==> config.mk <==
export PLATFORM = sky130hd
export DESIGN_NAME = fixed_clock_selector
export DESIGN_NICKNAME = d
export VERILOG_FILES = /design/src/rtl/fcs_pkg.sv /design/src/rtl/fixed_clock_selector.sv /design/src/rtl/fcs_divider.sv /design/src/rtl/fcs_table.sv
export SDC_FILE = /design/constraint.sdc
export NUM_CORES = 2
export LEC_CHECK = 0
export ABC_CLOCK_PERIOD_IN_PS = 10500
export BUFFER_PORTS_ARGS = -buffer_cell sky130_fd_sc_hd__buf_2
export CAP_MARGIN = 20
export CORE_MARGIN = 3
export CORE_UTILIZATION = 40
export CTS_CLUSTER_SIZE = 40
export DETAILED_ROUTE_END_ITERATION = 16
export GPL_TIMING_DRIVEN = 0
export PLACE_DENSITY = 0.55
export SETUP_SLACK_MARGIN = 0.5
export SLEW_MARGIN = 10
export SYNTH_ARGS = -nofsm -noshare
export SYNTH_HDL_FRONTEND = slang
export SYNTH_SLANG_ARGS = --single-unit
==> constraint.sdc <==
create_clock -name aclk -period 10.5 [get_ports aclk]
set_clock_uncertainty 0.2 [all_clocks]
set_input_delay 0 -clock aclk [delete_from_list [all_inputs] [get_ports aclk]]
set_output_delay 0 -clock aclk [all_outputs]
set_load 0.01 [all_outputs]
==> src/rtl/fcs_pkg.sv <==
// Shared types and constants of the fixed clock selector.
package fcs_pkg;

    localparam int FREQ_W         = 31;
    localparam int SEL_W          = 8;
    localparam int KIND_W         = 3;
    localparam int IN_IDX_W       = 3;
    localparam int RATIO_W        = 16;
    localparam int PROD_W         = FREQ_W + RATIO_W;
    localparam int Q_W            = FREQ_W;
    localparam int DCLK_W         = 32;
    localparam int OUT_IDX_W      = 3;
    localparam int TH_W           = 39;
    localparam int PCT_SCALE      = 100;
    localparam int DEF_NUM_CLOCKS = 8;

    localparam int S_FIELDS_W = KIND_W + IN_IDX_W + FREQ_W + SEL_W + FREQ_W + 2 * RATIO_W;
    localparam int S_DATA_W   = ((S_FIELDS_W + 7) / 8) * 8;
    localparam int M_FIELDS_W = 1 + DCLK_W + SEL_W + OUT_IDX_W;
    localparam int M_DATA_W   = ((M_FIELDS_W + 7) / 8) * 8;
    localparam int M_PAD_W    = M_DATA_W - M_FIELDS_W;

    localparam logic [FREQ_W-1:0] FREQ_MAX = {FREQ_W{1'b1}};
    localparam logic [DCLK_W-1:0] DCLK_ERR = {DCLK_W{1'b1}};

    localparam logic [KIND_W-1:0] REQ_LOAD    = 3'd0;
    localparam logic [KIND_W-1:0] REQ_PROPOSE = 3'd1;
    localparam logic [KIND_W-1:0] REQ_LOWER   = 3'd2;
    localparam logic [KIND_W-1:0] REQ_RAISE   = 3'd3;
    localparam logic [KIND_W-1:0] REQ_CHECK   = 3'd4;

    typedef enum logic [3:0] {
        ST_IDLE,
        ST_MUL,
        ST_DIV_GO,
        ST_DIV_WAIT,
        ST_SCAN_RD,
        ST_SCAN_CMP,
        ST_THR,
        ST_DECIDE,
        ST_STEP_RD,
        ST_STEP_CMP,
        ST_DONE
    } fcs_state_t;

    typedef struct packed {
        logic              en;
        logic [FREQ_W-1:0] freq;
        logic [SEL_W-1:0]  sel;
    } tbl_wr_t;

    typedef struct packed {
        logic [FREQ_W-1:0] freq;
        logic [SEL_W-1:0]  sel;
    } tbl_ent_t;

endpackage

==> src/rtl/fixed_clock_selector.sv <==
// Fixed clock selector: table of fixed clocks searched for the nearest match to a dot clock.
//
// Channel   Direction  Handshake             Payload
// s_        in         s_tvalid / s_tready   s_tdata: request fields
// m_        out        m_tvalid / m_tready   m_tdata: status, dot clock, select, index
//
// Loads and unknown requests set the result register on acceptance.
// Others share one 31x16 multiplier and a bit-serial divider. Lower, raise and check
// divide for the target, scan the table, test the threshold, decide, may read a step
// entry, then divide for the dot clock unless they fail; propose starts at the scan.
// Reset clears the table valid bits, the sequencer and the output valid flag at once.
// A new request is taken only in the idle state; a result waiting on m_tready holds
// the sequencer in its final state until the output register frees.
module fixed_clock_selector import fcs_pkg::*; #(
    parameter int NUM_CLOCKS = DEF_NUM_CLOCKS
) (
    input  logic                aclk,
    input  logic                aresetn,
    input  logic                s_tvalid,
    output logic                s_tready,
    // req_type, entry_index, entry_freq, entry_select, pixel_clock, ratio_mul, ratio_div
    input  logic [S_DATA_W-1:0] s_tdata,
    output logic                m_tvalid,
    input  logic                m_tready,
    // status, dot_clock_out, select_code, chosen_index
    output logic [M_DATA_W-1:0] m_tdata
);

    localparam int IDX_W = (NUM_CLOCKS > 1) ? $clog2(NUM_CLOCKS) : 1;
    localparam logic [IDX_W-1:0] LAST_IDX = IDX_W'(NUM_CLOCKS - 1);

    // Request fields
    logic [KIND_W-1:0]   in_kind;
    logic [IN_IDX_W-1:0] in_index;
    logic [FREQ_W-1:0]   in_freq;
    logic [SEL_W-1:0]    in_sel;
    logic [FREQ_W-1:0]   in_pclk;
    logic [RATIO_W-1:0]  in_mul;
    logic [RATIO_W-1:0]  in_div;

    assign in_kind  = s_tdata[2:0];
    assign in_index = s_tdata[5:3];
    assign in_freq  = s_tdata[36:6];
    assign in_sel   = s_tdata[44:37];
    assign in_pclk  = s_tdata[75:45];
    assign in_mul   = s_tdata[91:76];
    assign in_div   = s_tdata[107:92];

    fcs_state_t state_reg, state_next;

    logic [KIND_W-1:0]        kind_reg, kind_next;
    logic [FREQ_W-1:0]        pclk_reg, pclk_next;
    logic [RATIO_W-1:0]       mul_reg, mul_next;
    logic [RATIO_W-1:0]       dv_reg, dv_next;
    logic [FREQ_W-1:0]        target_reg, target_next;
    logic [PROD_W-1:0]        prod_reg, prod_next;
    logic [IDX_W-1:0]         scan_reg, scan_next;
    logic [IDX_W-1:0]         best_reg, best_next;
    logic signed [DCLK_W-1:0] miss_reg, miss_next;
    logic [FREQ_W-1:0]        best_freq_reg, best_freq_next;
    logic [SEL_W-1:0]         best_sel_reg, best_sel_next;
    logic                     is_res_reg, is_res_next;
    logic                     res_status_reg, res_status_next;
    logic [DCLK_W-1:0]        res_dclk_reg, res_dclk_next;
    logic [SEL_W-1:0]         res_sel_reg, res_sel_next;
    logic [OUT_IDX_W-1:0]     res_idx_reg, res_idx_next;
    logic                     m_tvalid_reg, m_tvalid_next;
    logic [M_DATA_W-1:0]      m_tdata_reg, m_tdata_next;

    // Control
    logic               accept;
    logic               out_load;
    logic               div_start;
    logic               div_done;
    logic [Q_W-1:0]     div_quo;
    logic [RATIO_W-1:0] div_den;
    logic [FREQ_W-1:0]  mul_a;
    logic [RATIO_W-1:0] mul_b;
    logic [PROD_W-1:0]  mul_out;
    tbl_wr_t            tbl_wr;
    logic [IDX_W-1:0]   tbl_waddr;
    tbl_ent_t           rd_ent;

    // Datapath flags
    logic signed [DCLK_W-1:0] cur_d;
    logic [DCLK_W-1:0]        neg_d;
    logic [DCLK_W-1:0]        neg_miss;
    logic [FREQ_W-1:0]        abs_d;
    logic [FREQ_W-1:0]        abs_miss;
    logic                     scan_take;
    logic                     scan_end;
    logic [TH_W-1:0]          m100;
    logic                     ge2;
    logic                     lt1;
    logic                     miss_pos;
    logic                     miss_neg;
    logic                     dec_fail;
    logic                     dec_step;
    logic [IDX_W-1:0]         step_addr;
    logic                     rd_zero;

    assign accept   = s_tvalid && s_tready;
    assign out_load = (state_reg == ST_DONE) && (!m_tvalid_reg || m_tready);

    assign cur_d    = $signed({1'b0, rd_ent.freq}) - $signed({1'b0, target_reg});
    assign neg_d    = -cur_d;
    assign neg_miss = -miss_reg;
    assign abs_d    = cur_d[DCLK_W-1] ? neg_d[FREQ_W-1:0] : cur_d[FREQ_W-1:0];
    assign abs_miss = miss_reg[DCLK_W-1] ? neg_miss[FREQ_W-1:0] : miss_reg[FREQ_W-1:0];
    assign rd_zero  = (rd_ent.freq == '0);

    // The first entry always seeds the nearest match; a later one must be nonzero and
    // strictly closer.
    assign scan_take = (scan_reg == '0) || (!rd_zero && (abs_d < abs_miss));
    assign scan_end  = rd_zero || (scan_reg == LAST_IDX);

    // |miss| >= floor(2t/100) is 2t <= 100|miss| + 99; |miss| < floor(t/100) is
    // t >= 100|miss| + 100.
    assign m100 = prod_reg[TH_W-1:0];
    assign ge2  = TH_W'({target_reg, 1'b0}) <= (m100 + TH_W'(PCT_SCALE - 1));
    assign lt1  = TH_W'(target_reg) >= (m100 + TH_W'(PCT_SCALE));

    assign miss_pos = !miss_reg[DCLK_W-1] && (miss_reg != '0);
    assign miss_neg = miss_reg[DCLK_W-1];

    always_comb begin
        dec_fail  = 1'b0;
        dec_step  = 1'b0;
        step_addr = best_reg;
        case (kind_reg)
            REQ_LOWER: begin
                if (miss_pos && ge2) begin
                    if (best_reg == LAST_IDX) begin
                        dec_fail = 1'b1;
                    end else begin
                        dec_step  = 1'b1;
                        step_addr = best_reg + IDX_W'(1);
                    end
                end
            end
            REQ_RAISE: begin
                if (miss_neg && ge2) begin
                    if (best_reg == '0) begin
                        dec_fail = 1'b1;
                    end else begin
                        dec_step  = 1'b1;
                        step_addr = best_reg - IDX_W'(1);
                    end
                end
            end
            REQ_CHECK: begin
                dec_fail = !(lt1 && (best_freq_reg != '0));
            end
            default: begin
                dec_fail = 1'b0;
            end
        endcase
    end

    // Next state
    always_comb begin
        state_next = state_reg;
        case (state_reg)
            ST_IDLE: begin
                if (accept) begin
                    if (in_kind == REQ_PROPOSE) begin
                        state_next = ST_SCAN_RD;
                    end else if (in_kind == REQ_LOWER || in_kind == REQ_RAISE ||
                                 in_kind == REQ_CHECK) begin
                        state_next = ST_MUL;
                    end else begin
                        state_next = ST_DONE;
                    end
                end
            end
            ST_MUL:      state_next = ST_DIV_GO;
            ST_DIV_GO:   state_next = ST_DIV_WAIT;
            ST_DIV_WAIT: begin
                if (div_done) begin
                    state_next = is_res_reg ? ST_DONE : ST_SCAN_RD;
                end
            end
            ST_SCAN_RD:  state_next = ST_SCAN_CMP;
            ST_SCAN_CMP: state_next = scan_end ? ST_THR : ST_SCAN_RD;
            ST_THR:      state_next = ST_DECIDE;
            ST_DECIDE: begin
                if (dec_fail) begin
                    state_next = ST_DONE;
                end else if (dec_step) begin
                    state_next = ST_STEP_RD;
                end else begin
                    state_next = ST_MUL;
                end
            end
            ST_STEP_RD:  state_next = ST_STEP_CMP;
            ST_STEP_CMP: state_next = rd_zero ? ST_DONE : ST_MUL;
            ST_DONE: begin
                if (out_load) begin
                    state_next = ST_IDLE;
                end
            end
            default:     state_next = ST_IDLE;
        endcase
    end

    // Control outputs
    always_comb begin
        s_tready   = (state_reg == ST_IDLE);
        div_start  = (state_reg == ST_DIV_GO);
        div_den    = is_res_reg ? mul_reg : dv_reg;
        tbl_wr.en  = accept && (in_kind == REQ_LOAD) &&
                     (32'(in_index) < 32'(NUM_CLOCKS));
        tbl_wr.freq = in_freq;
        tbl_wr.sel  = in_sel;
        tbl_waddr   = IDX_W'(in_index);
        case (state_reg)
            ST_THR: begin
                mul_a = abs_miss;
                mul_b = RATIO_W'(PCT_SCALE);
            end
            default: begin
                mul_a = is_res_reg ? best_freq_reg : pclk_reg;
                mul_b = is_res_reg ? dv_reg : mul_reg;
            end
        endcase
    end

    assign mul_out = PROD_W'(mul_a) * PROD_W'(mul_b);

    // Register next values
    always_comb begin
        kind_next       = kind_reg;
        pclk_next       = pclk_reg;
        mul_next        = mul_reg;
        dv_next         = dv_reg;
        target_next     = target_reg;
        prod_next       = prod_reg;
        scan_next       = scan_reg;
        best_next       = best_reg;
        miss_next       = miss_reg;
        best_freq_next  = best_freq_reg;
        best_sel_next   = best_sel_reg;
        is_res_next     = is_res_reg;
        res_status_next = res_status_reg;
        res_dclk_next   = res_dclk_reg;
        res_sel_next    = res_sel_reg;
        res_idx_next    = res_idx_reg;
        m_tdata_next    = m_tdata_reg;
        m_tvalid_next   = m_tvalid_reg;

        case (state_reg)
            ST_IDLE: begin
                if (accept) begin
                    kind_next   = in_kind;
                    pclk_next   = in_pclk;
                    mul_next    = in_mul;
                    dv_next     = in_div;
                    target_next = FREQ_MAX;
                    is_res_next = 1'b0;
                    scan_next   = '0;
                    best_next   = '0;
                    res_sel_next = '0;
                    if (in_kind == REQ_LOAD) begin
                        res_status_next = 1'b0;
                        res_dclk_next   = '0;
                        res_idx_next    = in_index;
                    end else begin
                        res_status_next = 1'b1;
                        res_dclk_next   = DCLK_ERR;
                        res_idx_next    = '0;
                    end
                end
            end
            ST_MUL, ST_THR: begin
                prod_next = mul_out;
            end
            ST_DIV_WAIT: begin
                if (div_done) begin
                    if (is_res_reg) begin
                        res_dclk_next = DCLK_W'(div_quo);
                    end else begin
                        target_next = div_quo;
                    end
                end
            end
            ST_SCAN_CMP: begin
                if (scan_take) begin
                    best_next      = scan_reg;
                    miss_next      = cur_d;
                    best_freq_next = rd_ent.freq;
                    best_sel_next  = rd_ent.sel;
                end
                if (!scan_end) begin
                    scan_next = scan_reg + IDX_W'(1);
                end
            end
            ST_DECIDE: begin
                is_res_next     = 1'b1;
                res_status_next = dec_fail;
                res_dclk_next   = DCLK_ERR;
                res_sel_next    = (!dec_fail && kind_reg == REQ_CHECK) ? best_sel_reg : '0;
                res_idx_next    = OUT_IDX_W'(best_reg);
                scan_next       = step_addr;
            end
            ST_STEP_CMP: begin
                if (rd_zero) begin
                    res_status_next = 1'b1;
                    res_dclk_next   = DCLK_ERR;
                end else begin
                    best_next      = scan_reg;
                    best_freq_next = rd_ent.freq;
                    res_idx_next   = OUT_IDX_W'(scan_reg);
                end
            end
            default: begin
                prod_next = prod_reg;
            end
        endcase

        if (out_load) begin
            m_tvalid_next = 1'b1;
            m_tdata_next  = {{M_PAD_W{1'b0}}, res_idx_reg, res_sel_reg, res_dclk_reg,
                             res_status_reg};
        end else if (m_tready) begin
            m_tvalid_next = 1'b0;
        end
    end

    always_ff @(posedge aclk) begin
        if (!aresetn) begin
            state_reg    <= ST_IDLE;
            m_tvalid_reg <= 1'b0;
            is_res_reg   <= 1'b0;
            scan_reg     <= '0;
        end else begin
            state_reg    <= state_next;
            m_tvalid_reg <= m_tvalid_next;
            is_res_reg   <= is_res_next;
            scan_reg     <= scan_next;
        end
        kind_reg       <= kind_next;
        pclk_reg       <= pclk_next;
        mul_reg        <= mul_next;
        dv_reg         <= dv_next;
        target_reg     <= target_next;
        prod_reg       <= prod_next;
        best_reg       <= best_next;
        miss_reg       <= miss_next;
        best_freq_reg  <= best_freq_next;
        best_sel_reg   <= best_sel_next;
        res_status_reg <= res_status_next;
        res_dclk_reg   <= res_dclk_next;
        res_sel_reg    <= res_sel_next;
        res_idx_reg    <= res_idx_next;
        m_tdata_reg    <= m_tdata_next;
    end

    fcs_table #(
        .NUM_CLOCKS(NUM_CLOCKS)
    ) u_table (
        .aclk    (aclk),
        .aresetn (aresetn),
        .wr      (tbl_wr),
        .waddr   (tbl_waddr),
        .raddr   (scan_reg),
        .rdata   (rd_ent)
    );

    fcs_divider u_divider (
        .aclk    (aclk),
        .aresetn (aresetn),
        .start   (div_start),
        .num     (prod_reg),
        .den     (div_den),
        .done    (div_done),
        .quo     (div_quo)
    );

    assign m_tvalid = m_tvalid_reg;
    assign m_tdata  = m_tdata_reg;

`ifndef ASSERT_OFF
    // The divider only finishes while the sequencer waits for it.
    a_div_done_in_wait: assert property (@(posedge aclk) disable iff (!aresetn)
        div_done |-> (state_reg == ST_DIV_WAIT))
        else $error("divider finished outside its wait state");

    // Every error result carries a dot clock of -1.
    a_err_dclk: assert property (@(posedge aclk) disable iff (!aresetn)
        (m_tvalid && m_tdata[0]) |-> (m_tdata[32:1] == DCLK_ERR))
        else $error("error result without dot clock -1");

    // A select code is only reported with an ok status.
    a_sel_ok: assert property (@(posedge aclk) disable iff (!aresetn)
        (m_tvalid && m_tdata[0]) |-> (m_tdata[40:33] == '0))
        else $error("select code reported on an error result");

    // A new request is never taken while the previous one is still in progress.
    a_no_overlap: assert property (@(posedge aclk) disable iff (!aresetn)
        accept |=> !s_tready)
        else $error("request accepted back to back");
`endif

endmodule

==> src/rtl/fcs_divider.sv <==
// Restoring divider with a saturated 31-bit quotient, one quotient bit per cycle.
module fcs_divider import fcs_pkg::*; (
    input  logic               aclk,
    input  logic               aresetn,
    input  logic               start,
    input  logic [PROD_W-1:0]  num,
    input  logic [RATIO_W-1:0] den,
    output logic               done,
    output logic [Q_W-1:0]     quo
);

    localparam int CNT_W = $clog2(Q_W + 1);

    logic               busy_reg, busy_next;
    logic               done_reg, done_next;
    logic [CNT_W-1:0]   cnt_reg, cnt_next;
    logic [RATIO_W-1:0] rem_reg, rem_next;
    logic [RATIO_W-1:0] den_reg, den_next;
    logic [Q_W-1:0]     qs_reg, qs_next;

    logic [RATIO_W:0]   trial;
    logic [RATIO_W:0]   diff;
    logic               take;
    logic [RATIO_W-1:0] num_high;

    assign num_high = num[PROD_W-1:Q_W];
    assign trial    = {rem_reg, qs_reg[Q_W-1]};
    assign take     = trial >= {1'b0, den_reg};
    assign diff     = trial - {1'b0, den_reg};

    always_comb begin
        busy_next = busy_reg;
        done_next = 1'b0;
        cnt_next  = cnt_reg;
        rem_next  = rem_reg;
        den_next  = den_reg;
        qs_next   = qs_reg;
        if (start) begin
            den_next = den;
            // A quotient that needs more than 31 bits (or a zero divisor) saturates at once.
            if (num_high >= den) begin
                qs_next   = FREQ_MAX;
                done_next = 1'b1;
                busy_next = 1'b0;
            end else begin
                rem_next  = num_high;
                qs_next   = num[Q_W-1:0];
                cnt_next  = CNT_W'(Q_W);
                busy_next = 1'b1;
            end
        end else if (busy_reg) begin
            rem_next = take ? diff[RATIO_W-1:0] : trial[RATIO_W-1:0];
            qs_next  = {qs_reg[Q_W-2:0], take};
            cnt_next = cnt_reg - CNT_W'(1);
            if (cnt_reg == CNT_W'(1)) begin
                busy_next = 1'b0;
                done_next = 1'b1;
            end
        end
    end

    always_ff @(posedge aclk) begin
        if (!aresetn) begin
            busy_reg <= 1'b0;
            done_reg <= 1'b0;
            cnt_reg  <= '0;
        end else begin
            busy_reg <= busy_next;
            done_reg <= done_next;
            cnt_reg  <= cnt_next;
        end
        rem_reg <= rem_next;
        den_reg <= den_next;
        qs_reg  <= qs_next;
    end

    assign done = done_reg;
    assign quo  = qs_reg;

endmodule

==> src/rtl/fcs_table.sv <==
// Clock table memory with per-entry valid bits and a registered read port.
module fcs_table import fcs_pkg::*; #(
    parameter int NUM_CLOCKS = DEF_NUM_CLOCKS,
    localparam int IDX_W = (NUM_CLOCKS > 1) ? $clog2(NUM_CLOCKS) : 1
) (
    input  logic             aclk,
    input  logic             aresetn,
    input  tbl_wr_t          wr,
    input  logic [IDX_W-1:0] waddr,
    input  logic [IDX_W-1:0] raddr,
    output tbl_ent_t         rdata
);

    logic [NUM_CLOCKS-1:0] vld_reg;
    tbl_ent_t              mem [NUM_CLOCKS];
    tbl_ent_t              rd_reg;

    always_ff @(posedge aclk) begin
        if (!aresetn) begin
            vld_reg <= '0;
        end else if (wr.en) begin
            vld_reg[waddr] <= 1'b1;
        end
    end

    // An entry never written since reset reads as zero, which ends the table.
    always_ff @(posedge aclk) begin
        if (wr.en) begin
            mem[waddr] <= '{freq: wr.freq, sel: wr.sel};
        end
        rd_reg <= vld_reg[raddr] ? mem[raddr] : '0;
    end

    assign rdata = rd_reg;

endmodule

==> summary by stage <==
Place
Detailed placement finished with a half-perimeter wire length of about 130000 µm. The routability congestion estimate from global placement is approximately 1. The total of buffers placed on input and output ports is between 150 and 200.

Route
The detail route stage leaves a number of antenna-violating nets equal to 0. After the first detailed-routing iteration, the DRC count stood at approximately 3100. The number of design rule violations left after detail routing is 0. In the final routed layout, each cell accounts on average for 24.9 µm. The via count is between 30000 and 40000.

Using the TritonRoute via totals, the vias-per-cell ratio works out to between 5 and 6. The routed design has approximately 170000 µm of wire. The first-pass iteration count of the detailed router is 6.

Yosys
For this run, asynchronously set or reset flops after synthesis account for 0%. The synthesized design spends more area on one cell type than any other, namely edfxtp_1. The average cell area after synthesis is roughly 11 µm². Synthesis produced a netlist whose cell count is between 4000 and 5000. Counting flops with a built-in enable in the synthesized netlist gives around 700. The top flip-flop cell by instance count after synthesis is edfxtp_1.

By area the synthesized netlist is led by edfxtp_1, fa_1, ha_1. The register area share after synthesis is approximately 43%. After synthesis, the largest area contributor takes up about two fifths of total cell area. During synthesis, Yosys emitted a total of 0 warnings.

The post-synthesis cell type count is 87. In this run the cell area of the synthesized design comes to between 50000 and 60000 µm². In this run, synthesis produced a sequential element count of about 740.

Global route
The global route total overflow is 0. Entering global routing, the biggest net connects 38 pins. The number of antenna violations at the first check in global routing came to 4. Across every metal layer, demand over resource in global routing totals ~25%. The met3 usage is ~5%. The first-pass GRT wire length is roughly 240000 µm. The number of global-route vias before repair was ~37000. The met1 track demand over resource in global routing is around a third. For met2 alone, demand over resource in global routing was ~42%. The global routing's busiest layer is met2.

Hold path
Along the worst hold path, the cell count comes to 4. The worst min-delay path class is in -> reg.

Worst setup path
Data on the critical path is required at its endpoint by about 11 ns. The sum of buffers and inverters on the critical path is 7. The cell that appears most often on the critical path is fa_1. The critical path is of the reg -> reg type. On the worst path, the slowest cell contributes a delay of between 0.6 and 0.7 ns. The instance count on the critical path is 28.

The kind of capture point of the worst setup path is a register. The maximum fanout count along the critical path is 10. Counting cells, the worst reg-to-reg path comes to 28. The top cell family by delay on the critical path is adder cells. For this design, the slowest cell found on the critical path is mux2i_1. The element type at the critical path start is a register. For the worst setup path, the data arrival time is between 9 and 10 ns.

Layout
Cells with a size suffix above 1 make up between 10% and 20% of the layout. The library cell used most frequently in the layout, excluding fill and tap cells, is edfxtp_1. Counting the fill cells in the layout gives roughly 11000.

The number of flip-flops under the largest register name is roughly 310. The top cell types in the final layout, fill and taps aside, are edfxtp_1, inv_1, nand2_1. The area added between synthesis and finish is 17.0%. The count of inserted antenna diode cells is 0. The net total in the final layout is ~5700.

Floorplan
In this run the count of I/O pins placed on the die edge is ~170. The initial core utilization is between 40 and 50%. The overall die area is between 100000 and 150000 µm².

The vertical die dimension is approximately 360 µm. After floorplanning, the core was sized to cover 125000 µm². From left edge to right edge, the die measures 362 µm. The cell row count is 129.

Clock tree
The total clock buffers created by CTS is 81. Clock-pin slew was measured on the worst setup and hold paths at 0.06 ns. The H-tree level count is 3.

For the worst-skew pair, the clock arrives at the later sink with an insertion delay of 0.70 ns. TritonCTS built the clock tree. The tree is rooted in a clkbuf_16.

The number of buffers on the longest clock path is 3. The post-CTS setup buffer count is 0. The tree built by TritonCTS fans out to between 700 and 800 sinks.

STA
Derived from the worst setup path, the maximum achievable clock frequency is around 100 MHz. Setup violations remaining at the end of the flow were counted as 0. The smallest clock period supported by the final layout is computed as slightly below 10 ns. Setup repair after global routing left no endpoint under its margin. At the pin with the least slew margin, the transition time is about 1.2 ns. The final-report hold violation count came to 0. The ratio of final minimum period to clock period is 93.1%. Measured against its own limit, the worst slew margin works out to about a fifth. The final-layout setup total negative slack is 0 ns. The final number of max-transition violations is 0.

Status
The run finished with clean final reports.

Flow run
The number of violations of the max-capacitance limit is 0.
## metal layers
layer  share of wire, %  wire [µm]
met1                 42      68700
met2                 47      77600
met5             0.0048          8
met4                4.0       6540
met3                7.4      12200
## through the flow
| stage | util, % | worst slack, ns | cells | hold WS [ns] | instance area [µm²] |
|---|---|---|---|---|---|
| after floorplan | - | 1.91 | 4415 | -0.101 | 50700 |
| after global placement | 42.9 | -1.06 | 6209 | -0.0237 | 53500 |
| after detailed placement | 43.4 | -0.523 | 6242 | -0.0219 | 54100 |
| after CTS | 47.5 | 0.506 | 6615 | 0.0500 | 59200 |
| after global routing | 47.5 | 0.480 | 6619 | 0.0974 | 59300 |
| final | 47.5 | 0.724 | 6619 | 0.114 | 59300 |
## logic make-up after synthesis
family                     after synthesis  share of synthesized area (%)
and+or+nand+nor                       1333                           12.0
DFF                                    744                           42.9
adders and majority gates              692                           23.1
buffers and inverters                  692                           5.20
AOI/OAI and AO/OA                      519                           6.73
muxes                                  229                           6.62
xor gates and xnor gates               202                           3.49
other                                    1                        0.00740
## tightest hold or removal path, stage by stage
cell           delay, ns
dlygate4sd3_1       0.55
buf_2               0.18
a222oi_1            0.11
inv_1               0.06
## cell type report
type	instances	area [µm²]	share of cell area, %
repair buffers	416	3530	5.96
clock buffers	99	2140	3.62
plain buffers	160	681	1.15
clock inverters	52	618	1.04
well taps	1637	2050	3.46
inverters	532	2000	3.37
multi-input cells	2979	26500	44.8
flip-flops and latches	744	21700	36.6
## repair_timing
action,CTS,global route
endpoints found under the hold margin,634,0
hold buffers,222,0
gates resized for setup,33,32
endpoints found under the setup margin,17,12
## Yosys cell counts, types with 7 or more instances
cell type and number:
nor2_1 413, a21oi_1 131, o2111ai_1 7, or2_2 8, fa_1 406, and3_1 25
a21o_1 70, o22a_1 32, o21ai_0 117, and4_1 8, o41ai_1 8, clkbuf_1 122
a211oi_1 17, inv_1 530, nand2b_1 86, nor4_1 35, ha_1 286, mux2_2 44
a31oi_1 12, and2_1 23, a21boi_0 10, nand4_1 38, nand3_1 43, nor2b_1 52
mux2i_1 102, o21bai_1 11, xor2_1 83, buf_1 27, o31ai_1 22, mux4_2 80
o21a_1 25, xnor2_1 119, edfxtp_1 681, nand2_1 498, dfxtp_1 63, nor3_1 49
or4_1 11, or3_1 18
## path summary, 6_finish.rpt
kind                    startpoint         endpoint  slack [ns]
setup / recovery        is_res_reg     prod_reg[45]        0.72
hold / removal          s_tdata[5]   res_idx_reg[2]        0.11
setup reg to reg        is_res_reg     prod_reg[45]        0.72
hold reg to reg   u_table.rdata[4]  best_sel_reg[4]        0.20
Power is not shown: default switching activity piles up to over one toggle a cycle in this logic, so the estimate is an artifact.
